## config.mk

```make
export PLATFORM = sky130hd
export DESIGN_NAME = vabr_cell
export DESIGN_NICKNAME = d
export VERILOG_FILES = /design/src/rtl/core/vabr_pkg.sv /design/src/rtl/core/vabr_cell.sv
export SDC_FILE = /design/constraint.sdc
export NUM_CORES = 1
export LEC_CHECK = 0
export BUFFER_PORTS_ARGS = -buffer_cell sky130_fd_sc_hd__buf_2
export CAP_MARGIN = 20
export CORE_MARGIN = 4
export CORE_UTILIZATION = 53
export DETAILED_ROUTE_END_ITERATION = 6
export PLACE_DENSITY = 0.79
export SLEW_MARGIN = 5
export SYNTH_ARGS = -nofsm -noshare
export SYNTH_HDL_FRONTEND = slang
export SYNTH_SLANG_ARGS = --single-unit
```

## constraint.sdc

```tcl
create_clock -name clk -period 5.39 [get_ports clk]
set_input_delay 0.2695 -clock clk [delete_from_list [all_inputs] [get_ports clk]]
set_output_delay 0.2695 -clock clk [all_outputs]
set_load 0.05 [all_outputs]
```

## src/rtl/core/vabr_pkg.sv

```systemverilog
package vabr_pkg;

	localparam int COORD_WIDTH         = 16;
	localparam int CORDIC_STAGES       = 16;
	localparam int ANGLE_FRACTION_BITS = 6;

	localparam int GUARD_BITS = 8;
	localparam int ZFRAC      = 16;
	localparam int TABLE_LEN  = 24;

	// difference of two coordinates, then magnitude with guard bits and cordic growth
	localparam int DW  = COORD_WIDTH + 1;
	localparam int XW  = DW + GUARD_BITS + 3;
	localparam int ZW  = 26;
	localparam int TW  = 25;
	localparam int AW  = 15;
	localparam int SHW = $clog2(TABLE_LEN);
	localparam int RSH = ZFRAC - ANGLE_FRACTION_BITS;

	localparam logic [AW-1:0] FULL_ANG = AW'(360 << ANGLE_FRACTION_BITS);
	localparam logic [AW-1:0] ANG_90   = AW'(90 << ANGLE_FRACTION_BITS);
	localparam logic [AW-1:0] ANG_180  = AW'(180 << ANGLE_FRACTION_BITS);
	localparam logic [AW-1:0] ANG_270  = AW'(270 << ANGLE_FRACTION_BITS);

	localparam logic [TW-1:0] DEG_90   = TW'(90 << ZFRAC);
	localparam logic [TW-1:0] DEG_180  = TW'(180 << ZFRAC);
	localparam logic [TW-1:0] DEG_360  = TW'(360 << ZFRAC);
	localparam logic [TW-1:0] HALF_OUT = TW'(1 << (RSH - 1));

	// arctangent of 2^-i in units of 2^-16 degree
	localparam logic [ZW-1:0] ATAN_TABLE [TABLE_LEN] = '{
		ZW'(2949120), ZW'(1740967), ZW'(919879), ZW'(466945),
		ZW'(234379),  ZW'(117304),  ZW'(58666),  ZW'(29335),
		ZW'(14668),   ZW'(7334),    ZW'(3667),   ZW'(1833),
		ZW'(917),     ZW'(458),     ZW'(229),    ZW'(115),
		ZW'(57),      ZW'(29),      ZW'(14),     ZW'(7),
		ZW'(4),       ZW'(2),       ZW'(1),      ZW'(0)
	};

	typedef struct packed {
		logic signed [XW-1:0] x;
		logic signed [XW-1:0] y;
		logic signed [ZW-1:0] z;
		logic                 neg_x;
		logic                 neg_v;
		logic                 fixed;
		logic [AW-1:0]        fixed_ang;
	} ray_t;

	typedef struct packed {
		ray_t a;
		ray_t b;
	} pair_t;

	typedef struct packed {
		logic [AW-1:0] first;
		logic [AW-1:0] second;
	} angles_t;

endpackage

```

## src/rtl/core/vabr_cell.sv

```systemverilog
module vabr_cell import vabr_pkg::*; (
	input  logic           clk,
	input  logic           arst_n,
	input  logic           in_valid,
	output logic           in_ready,
	input  pair_t          in_data,
	input  logic [SHW-1:0] shift,
	input  logic [ZW-1:0]  atan,
	output logic           out_valid,
	input  logic           out_ready,
	output pair_t          out_data
);

	logic  valid_q;
	pair_t data_q;
	pair_t data_d;

	// one vectoring micro-rotation toward the x axis
	function automatic ray_t rotate(ray_t r, logic [SHW-1:0] sh, logic [ZW-1:0] a);
		ray_t                 o;
		logic signed [XW-1:0] xs;
		logic signed [XW-1:0] ys;
		o = r;
		xs = $signed(r.x) >>> sh;
		ys = $signed(r.y) >>> sh;
		if (!r.y[XW-1]) begin
			o.x = r.x + ys;
			o.y = r.y - xs;
			o.z = r.z + $signed(a);
		end else begin
			o.x = r.x - ys;
			o.y = r.y + xs;
			o.z = r.z - $signed(a);
		end
		return o;
	endfunction

	always_comb begin
		data_d.a = rotate(in_data.a, shift, atan);
		data_d.b = rotate(in_data.b, shift, atan);
	end

	assign in_ready  = !valid_q || out_ready;
	assign out_valid = valid_q;
	assign out_data  = data_q;

	always_ff @(posedge clk or negedge arst_n) begin
		if (!arst_n) begin
			valid_q <= 1'b0;
		end else if (in_ready) begin
			valid_q <= in_valid;
		end
	end

	always_ff @(posedge clk) begin
		if (in_ready && in_valid) begin
			data_q <= data_d;
		end
	end

endmodule

```

==> impl_metrics.tcl <==
set metrics [dict create \
    leakagePower_nw 13.6 \
    slew_violations 0 \
    dp_slack_ns -0.303 \
    postRouteAntennaNets 0 \
    yosysWarningCount 0 \
    period_minus_slack_ns 5.30 \
    path_clk_slew_ns 0.07 \
    antenna_found_initial 13 \
    synth_area_leaders "edfxtp_1 24%, mux4_2 10%, ha_1 8.5%" \
    core-area_mm2 0.0468 \
    crit_fanout 20 \
    overflow 0 \
    vias 27767 \
    drtPass1Iterations 7 \
    fill_cells 3598 \
    syn-cell-area_mm2 0.0252 \
    ys_seq_area_share_pct 23.9 \
    rsz0062_at_grt "no" \
    dp_hpwl_mm 86.4 \
    hold_path_class "in2async" \
    grt_pass1_wl_mm 168 \
    status "finished, violations left" \
    ys_seq_elements 201 \
    regToRegSetupSlack_ns 2.89 \
    p_per_area_mw_per_mm2 277 \
    tightest_slew_ns 0.946 \
    cp_cell_sequence "buf_2 -> buf_12 -> nand2b_1 -> o311ai_0 -> a21oi_1 -> a211oi_1 -> nand4bb_1 -> buf_4 -> nor4b_4 -> and2_1 -> nor2_1 -> o32ai_1 -> ha_1 -> a21oi_1 -> o21ai_0 -> a21o_1 -> a32oi_1 -> a211o_1 -> o21bai_1 -> o311ai_0" \
    finalClockSkew_ns 0.0256 \
    cap_violations 0 \
    violations "DRC" \
    worst-setup-path-type "in2reg" \
    syn_area_per_cell_um2 9.34 \
    ys.flop_type "edfxtp_1" \
    rr_startpoint "out_valid$_DFFE_PN0N_" \
    gp_congestion 1.06 \
    async_flop_share_pct 0.498 \
    cts_tree "built" \
    worstRegToRegCells 3 \
    drive_above_1_share_pct 32.4 \
    start_util_pct 53.9 \
    slowest_stage "nand2b_1" \
    critPathLaunchType "input pin" \
    grt_max_degree 143 \
    via_per_inst 6.81 \
    area_growth_pct 26.2 \
    cts_buffers 23 \
    synth_top_area_share_pct 23.8 \
    grtUsageTotal_pct 42.7 \
    placed_area_mm2 0.0306 \
    max_stage_delay_ns 0.44 \
    drtIter0Drc 3146 \
    end_kind "register" \
    finalHoldViolCount 0 \
    relSlewSlack_pct 36.5 \
    syn-num-nets 3111 \
    cts_sinks 201 \
    synth_cell_types 103 \
    yosysMostFrequentCell "nor2_1" \
    drc 2 \
    yosys-top-cells-count "241 x nor2_1, 210 x xnor2_1, 200 x a21oi_1, 200 x edfxtp_1, 171 x ha_1" \
    wire_per_inst_um 28.1 \
    fin_ws_ns 0.0852 \
    fmax_mhz 189 \
    io_pins 437 \
    design_area_mm2 0.0318 \
    final-setup-viol-count 0 \
    fin_util_pct 68.1 \
    port_buffers 436 \
    crit_arrival_ns 5.63 \
    die_y_um 226 \
    multi_input_area_mm2 0.0182 \
    cp.required_ns 5.71 \
    die_w_um 226 \
    fin_nets 3861 \
    die_area_mm2 0.0511 \
    crit_path_start "shift[3]" \
    synth_cells 2699 \
    seqCellArea_mm2 0.00603 \
    cts_max_path_buffers 3 \
    timing.final.crit_share_pct 98.4 \
    synth_top_area_cell "edfxtp_1" \
    cts-root-buf "clkbuf_16" \
    synth-edff-count 200 \
    fp-row-count 79 \
    htreeDepth 1 \
    clkLatencyLatePin_ns 0.56 \
    routed_wl_mm 114 \
    vdd_ir_drop_max_uv 332 \
    first_global_vias 27692 \
]
==> per-layer routing <==
layer / part of all wire (%) / wire length, µm / vias to the layer above / track usage, %
li1: - / - / 11927 / -
met1: 34 / 38600 / 13212 / 47.2
met4: 9.1 / 10400 / 16 / 30.9
met2: 47 / 53900 / 2035 / 72.7
met5: 0.11 / 126 / - / 0
met3: 9.9 / 11300 / 577 / 9.10
==> state kept, by name (all words and copies together) (netlist names) <==
| signal | cells |
|---|---|
| out_valid | 1 |
| out_data | 200 |
==> worst max-delay path, delay by kind of cell <==
| kind | cells | cell delay [ns] |
|---|---|---|
| AND/OR/NAND/NOR | 5 | 1.52 |
| AO/OA/AOI/OAI | 11 | 2.59 |
| adder cells (fa/ha/maj) | 1 | 0.34 |
| buffers and inverters | 3 | 0.90 |
==> cells by family (layout without fill, tap and decap cells) <==
kind of cell             count (synthesis)  in the layout  share of synthesized area [%]
other                                    0              7                              0
flip-flops                             201            201                           23.9
XOR/XNOR                               269            269                           9.34
AO/OA/AOI/OAI                          792            792                           21.3
multiplexers                           274            274                           16.9
AND/OR/NAND/NOR                        763            763                           15.3
adder cells (fa/ha/maj)                177            177                           8.96
buffers and inverters                  223            988                           4.33
==> cell type report <==
cell class,instances,area share [%]
Antenna cell,7,0.0550
Clock buffer,25,1.83
Clock inverter,15,0.495
Inverter,75,0.896
Multi-Input combinational cell,2275,57.2
Sequential cell,201,18.9
Tap cell,607,2.39
Timing Repair Buffer,873,18.2
==> metrics by stage <==
stage | hold WS, ns | std cells | total power, W | TNS [ns]
after floorplan | -0.0261 | 2699 | 0.00541 | 0
after global placement | 0.0453 | 3992 | 0.00685 | -0.942
after detailed placement | 0.0506 | 3992 | 0.00697 | -2.47
after CTS | 0.0256 | 4070 | 0.00864 | 0
after global routing | 0.0404 | 4075 | 0.00916 | 0
final | 0.0300 | 4078 | 0.00881 | 0
==> report_power, final <==
part	switching [W]	leakage [nW]	internal (W)
logic	0.00309	11.3	0.00190
registers	0.0000855	1.91	0.00210
clock network	0.000748	0.368	0.000891
==> layout by cell type, fill, tap and decap left out, drive strengths merged, types with 67 or more instances in the layout <==
cell type  instances
a21o              67
a21oi            200
buf              834
edfxtp           200
ha               171
inv               76
mux2              67
mux2i             93
mux4             114
nand2            152
nor2             241
o21ai            112
xnor2            210
==> path summary, 6_finish.rpt <==
| check | endpoint |
|---|---|
| setup / recovery | out_data[197]$_DFFE_PP_ |
| hold / removal | out_valid$_DFFE_PN0N_ |
| setup reg to reg | out_data[71]$_DFFE_PP_ |
| hold reg to reg | out_valid$_DFFE_PN0N_ |
| max in group asynchronous | out_valid$_DFFE_PN0N_ |
| min in group clk | out_valid$_DFFE_PN0N_ |
==> repair_timing <==
item / in CTS / in global routing
resized for setup: 0 / 14
endpoints found under the hold margin: 38 / 0
hold buffers: 38 / 0
setup endpoints to repair: 0 / 13
buffers inserted: 0 / 1
Power figures use the tool's default switching activity.
