===== src/rtl/core/vabr_pkg.sv =====
package vabr_pkg;

	localparam int COORD_WIDTH         = 16;
	localparam int CORDIC_STAGES       = 16;
	localparam int ANGLE_FRACTION_BITS = 6;

	localparam int GUARD_BITS = 8;
	localparam int ZFRAC      = 16;
	localparam int TABLE_LEN  = 24;

	// difference of two coordinates, then magnitude with guard bits and cordic growth
	localparam int DW  = COORD_WIDTH + 1;
	localparam int XW  = DW + GUARD_BITS + 3;
	localparam int ZW  = 26;
	localparam int TW  = 25;
	localparam int AW  = 15;
	localparam int SHW = $clog2(TABLE_LEN);
	localparam int RSH = ZFRAC - ANGLE_FRACTION_BITS;

	localparam logic [AW-1:0] FULL_ANG = AW'(360 << ANGLE_FRACTION_BITS);
	localparam logic [AW-1:0] ANG_90   = AW'(90 << ANGLE_FRACTION_BITS);
	localparam logic [AW-1:0] ANG_180  = AW'(180 << ANGLE_FRACTION_BITS);
	localparam logic [AW-1:0] ANG_270  = AW'(270 << ANGLE_FRACTION_BITS);

	localparam logic [TW-1:0] DEG_90   = TW'(90 << ZFRAC);
	localparam logic [TW-1:0] DEG_180  = TW'(180 << ZFRAC);
	localparam logic [TW-1:0] DEG_360  = TW'(360 << ZFRAC);
	localparam logic [TW-1:0] HALF_OUT = TW'(1 << (RSH - 1));

	// arctangent of 2^-i in units of 2^-16 degree
	localparam logic [ZW-1:0] ATAN_TABLE [TABLE_LEN] = '{
		ZW'(2949120), ZW'(1740967), ZW'(919879), ZW'(466945),
		ZW'(234379),  ZW'(117304),  ZW'(58666),  ZW'(29335),
		ZW'(14668),   ZW'(7334),    ZW'(3667),   ZW'(1833),
		ZW'(917),     ZW'(458),     ZW'(229),    ZW'(115),
		ZW'(57),      ZW'(29),      ZW'(14),     ZW'(7),
		ZW'(4),       ZW'(2),       ZW'(1),      ZW'(0)
	};

	typedef struct packed {
		logic signed [XW-1:0] x;
		logic signed [XW-1:0] y;
		logic signed [ZW-1:0] z;
		logic                 neg_x;
		logic                 neg_v;
		logic                 fixed;
		logic [AW-1:0]        fixed_ang;
	} ray_t;

	typedef struct packed {
		ray_t a;
		ray_t b;
	} pair_t;

	typedef struct packed {
		logic [AW-1:0] first;
		logic [AW-1:0] second;
	} angles_t;

endpackage


===== src/rtl/core/vabr_prep.sv =====
module vabr_prep import vabr_pkg::*; (
	input  logic                   clk,
	input  logic                   arst_n,
	input  logic                   in_valid,
	output logic                   in_ready,
	input  logic                   operation,
	input  logic [COORD_WIDTH-1:0] point_a_x,
	input  logic [COORD_WIDTH-1:0] point_a_y,
	input  logic [COORD_WIDTH-1:0] point_a_z,
	input  logic [COORD_WIDTH-1:0] vertex_x,
	input  logic [COORD_WIDTH-1:0] vertex_y,
	input  logic [COORD_WIDTH-1:0] vertex_z,
	input  logic [COORD_WIDTH-1:0] point_b_x,
	input  logic [COORD_WIDTH-1:0] point_b_y,
	input  logic [COORD_WIDTH-1:0] point_b_z,
	output logic                   out_valid,
	input  logic                   out_ready,
	output pair_t                  out_data
);

	logic  valid_q;
	pair_t data_q;
	pair_t data_d;

	function automatic logic signed [DW-1:0] diff(logic [COORD_WIDTH-1:0] p,
			logic [COORD_WIDTH-1:0] v);
		return $signed({p[COORD_WIDTH-1], p}) - $signed({v[COORD_WIDTH-1], v});
	endfunction

	function automatic ray_t make_ray(logic signed [DW-1:0] dx, logic signed [DW-1:0] dv);
		ray_t          r;
		logic [DW-1:0] mx;
		logic [DW-1:0] mv;
		mx = dx[DW-1] ? DW'(-dx) : DW'(dx);
		mv = dv[DW-1] ? DW'(-dv) : DW'(dv);
		r.x = $signed({{(XW-DW-GUARD_BITS){1'b0}}, mx, {GUARD_BITS{1'b0}}});
		r.y = $signed({{(XW-DW-GUARD_BITS){1'b0}}, mv, {GUARD_BITS{1'b0}}});
		r.z = '0;
		r.neg_x = dx[DW-1];
		r.neg_v = dv[DW-1];
		r.fixed = 1'b0;
		r.fixed_ang = '0;
		// vertical ray, coincident points included
		if (dx == '0) begin
			r.fixed = 1'b1;
			r.fixed_ang = (!dv[DW-1] && dv != '0) ? ANG_90 : ANG_270;
		end else if (dv == '0) begin
			r.fixed = 1'b1;
			r.fixed_ang = dx[DW-1] ? ANG_180 : '0;
		end
		return r;
	endfunction

	always_comb begin
		data_d.a = make_ray(diff(point_a_x, vertex_x),
			operation ? diff(point_a_z, vertex_z) : diff(point_a_y, vertex_y));
		data_d.b = make_ray(diff(point_b_x, vertex_x),
			operation ? diff(point_b_z, vertex_z) : diff(point_b_y, vertex_y));
	end

	assign in_ready  = !valid_q || out_ready;
	assign out_valid = valid_q;
	assign out_data  = data_q;

	always_ff @(posedge clk or negedge arst_n) begin
		if (!arst_n) begin
			valid_q <= 1'b0;
		end else if (in_ready) begin
			valid_q <= in_valid;
		end
	end

	always_ff @(posedge clk) begin
		if (in_ready && in_valid) begin
			data_q <= data_d;
		end
	end

endmodule


===== config.mk =====
export PLATFORM = sky130hd
export DESIGN_NAME = vabr_prep
export DESIGN_NICKNAME = d
export VERILOG_FILES = /design/src/rtl/core/vabr_pkg.sv /design/src/rtl/core/vabr_prep.sv
export SDC_FILE = /design/constraint.sdc
export NUM_CORES = 1
export LEC_CHECK = 0
export BUFFER_PORTS_ARGS = -buffer_cell sky130_fd_sc_hd__buf_4
export CAP_MARGIN = 20
export CORE_ASPECT_RATIO = 0.9
export CORE_MARGIN = 4
export CORE_UTILIZATION = 50
export CTS_CLUSTER_SIZE = 25
export DETAILED_ROUTE_END_ITERATION = 16
export PLACE_DENSITY = 0.8
export SYNTH_ARGS = -nofsm -noshare
export SYNTH_HDL_FRONTEND = slang
export SYNTH_SLANG_ARGS = --single-unit

===== constraint.sdc =====
create_clock -name clk -period 3.72 [get_ports clk]
set_clock_uncertainty 0.2 [all_clocks]
set_input_delay 0.372 -clock clk [delete_from_list [all_inputs] [get_ports clk]]
set_output_delay 0.372 -clock clk [all_outputs]
set_load 0.02 [all_outputs]

==> impl_metrics.ini <==
[global_route]
grtUsageMet1 = 0.319
grtUsageMet2 = 0.447
grt_max_degree = 55
grt_pass1_vias = 9625
grt-busiest-layer = met2
grt_pass1_wl_mm = 47.3
use_met3 = 0.0430
antenna_found_initial = 0
grt_overflow = 0
grt.total_usage = 0.253

[route]
dr.pass1.iters = 6
vias = 10000
ant_nets = 0
vias_per_cell = 5.47
drt-total-wl_mm = 30.6
avgRoutedWirePerCell_um = 16.7
remaining_drc_errors = 0
first_iter_violations = 586

[yosys]
synth-warning-count = 0
synth-edff-count = 86
yosys-top-cells-count = buf_4, ha_1, inv_1, edfxtp_1, a21oi_1
syn_inst = 1174
ys_async_sr_fraction = 0.0115
synthTopCellsByArea = edfxtp_1, ha_1, buf_4
synthDistinctLibCells = 93
syn_area_per_cell_um2 = 8.72
yosysTopAreaCellShare = 0.252
synth_top_cell_by_area = edfxtp_1
synth-seq-cells = 87
synth_most_common_cell = buf_4
synthFlopType = edfxtp_1
netlist_area_mm2 = 0.0102
synth_seq_area_share = 0.255

[timing]
holdWs_ns = 0.0196
post-route-worst-setup-slack_ns = 0.0807
worst_slew_pin_slew_ns = 0.736
maxSlewViolCount = 0
hold_viol = 0
timing.fmax_mhz = 275
slew_headroom = 0.510
grt_setup_unrepaired = yes
min_period_ns = 3.64
setup_viol_count_final = 0
fin_crit_sh = 0.978

[setup_path]
critPathLaunch = vertex_y[2]
cp-end-kind = flip-flop
critPathLaunchType = primary input
required_ns = 3.63
worst_path_most_repeated_cell = buf_4
r2r_slack_ns = 1.73
cpMaxStageDelayCell = or3_4
max_stage_delay_ns = 0.42
cp_max_fo = 5
path_cells = buf_4, inv_4, ha_4, buf_4, nor2b_2, o31a_1, o21a_2, a41o_1, o22a_1, nor4_4, and4_1, nand4_1, or3_4, ha_1, and2_1, nand2b_1
endpoint = out_data[110]
r2r-start = out_valid
r2r_end = out_data[96]
crit_arrival_ns = 3.55
path_class = primary input to flip-flop
r2r_cells = 3

[layout]
fin_area_mm2 = 0.0136
syn2layout_area_growth_pct = 32.9
antenna_cells = 0
drive_above_1_share = 0.312
fin_cells = 1834
post-route-util = 0.679
fin_nets = 1841

[cts]
worstSkewPairLatency_ns = 0.35
htreeDepth = 3
tritoncts.num_buffers = 9
cts_tree = built
cts_sinks = 87
clk_pin_slew_worst_paths_ns = 0.06
clk_path_buf_depth = 2
clockRootBuffer = clkbuf_16

[place]
post-place-ws_ns = -0.351
hpwl_mm = 25.2
dp_cells = 1812
portBuffers = 240
placed_cell_area_mm2 = 0.0131
gp_congestion = 0.961

[floorplanning]
die_width_um = 159
initial_core_util = 0.511
dieHeight_um = 144
num_io_pins = 351
core_area_mm2 = 0.0200
dieArea_mm2 = 0.0228
num_rows = 49

[status]
outcome = finished clean

[pwr]
peakVddDrop_mv = 0.224
p_per_area_mw_per_mm2 = 345
power_leakage_nw = 6.47

[job]
drv_cap = 0

[min_path]
hold_path.class = primary input to flip-flop
min_path_cells = 2
[layout make-up]
type / count / area, um2
multi-input cells: 967 / 6890
fillers: 1603 / 6440
repair buffers: 417 / 3150
flip-flops and latches: 87 / 2610
inverters: 92 / 348
well taps: 255 / 319
clock buffers: 9 / 225
clock inverters: 7 / 71.3
[how the worst min path moves through the flow]
stage / endpoint / from / slack, ns
6_report: out_valid / in_valid / 0.02
5_1_grt: out_valid / in_valid / 0.03
4_1_cts: out_valid / in_valid / 0.01
3_5_place_dp: out_valid / arst_n / -0.05
3_3_place_gp: out_valid / arst_n / -0.05
2_1_floorplan: out_valid / arst_n / -0.12
[repair_timing]
action                                 in CTS  in global routing
gates resized for setup                     0                 36
buffers inserted                            0                  5
setup endpoints to repair                   0                 12
endpoints found under the hold margin       1                  0
hold buffers                                1                  0
[cell families after synthesis]
family,after synthesis,share of synthesized area
compound gates,305,0.200
xor+xnor,107,0.0915
fa+ha+maj,118,0.149
buf+inv,229,0.127
flops,87,0.255
mux,19,0.0209
other cells,1,0.000366
simple gates,308,0.158
[per-layer routing]
metal	routed length, um	share of wire	up-vias
met4	956	0.031	0
li1	-	-	4852
met3	2500	0.082	59
met5	0	0	-
met1	12400	0.41	4654
met2	14700	0.48	476
[worst max-delay path, delay by kind of cell]
kind,cells,cell delay (ns)
AOI/OAI and AO/OA,4,1.05
adders and majority gates,2,0.36
buffers and inverters,3,0.30
and+or+nand+nor,7,1.44
[report_power, final]
part / internal [mW] / switching [mW]
sequential: 1.28 / 0.0408
combinational: 1.10 / 1.33
clock: 0.522 / 0.414
total: 2.90 / 1.79
[flip-flops by register name (all words and copies together), names as in the netlist]
signal / cells
out_valid: 1
out_data: 86
[per-stage QoR]
step           total power [mW]  TNS, ns
3_5_place_dp               3.69    -2.49
6_report                   4.69        0
5_1_grt                    4.97   -0.102
4_1_cts                    4.64        0
2_1_floorplan              2.86  -0.0371
3_3_place_gp               3.64    -1.16
[cells in the final DEF (no fill, tap or decap), types with 24 or more instances in the layout]
cell	synthesis	routed
ha_1	112	110
edfxtp_1	86	86
a21oi_1	79	77
nand2_1	61	61
xor2_1	43	43
buf_4	114	414
nor2_1	76	76
nor3_1	26	24
conb_1	1	110
inv_1	88	87
nand3_1	25	24
xnor2_1	64	64
o21ai_0	63	57
Note: power is estimated with default switching activity, not from simulation.
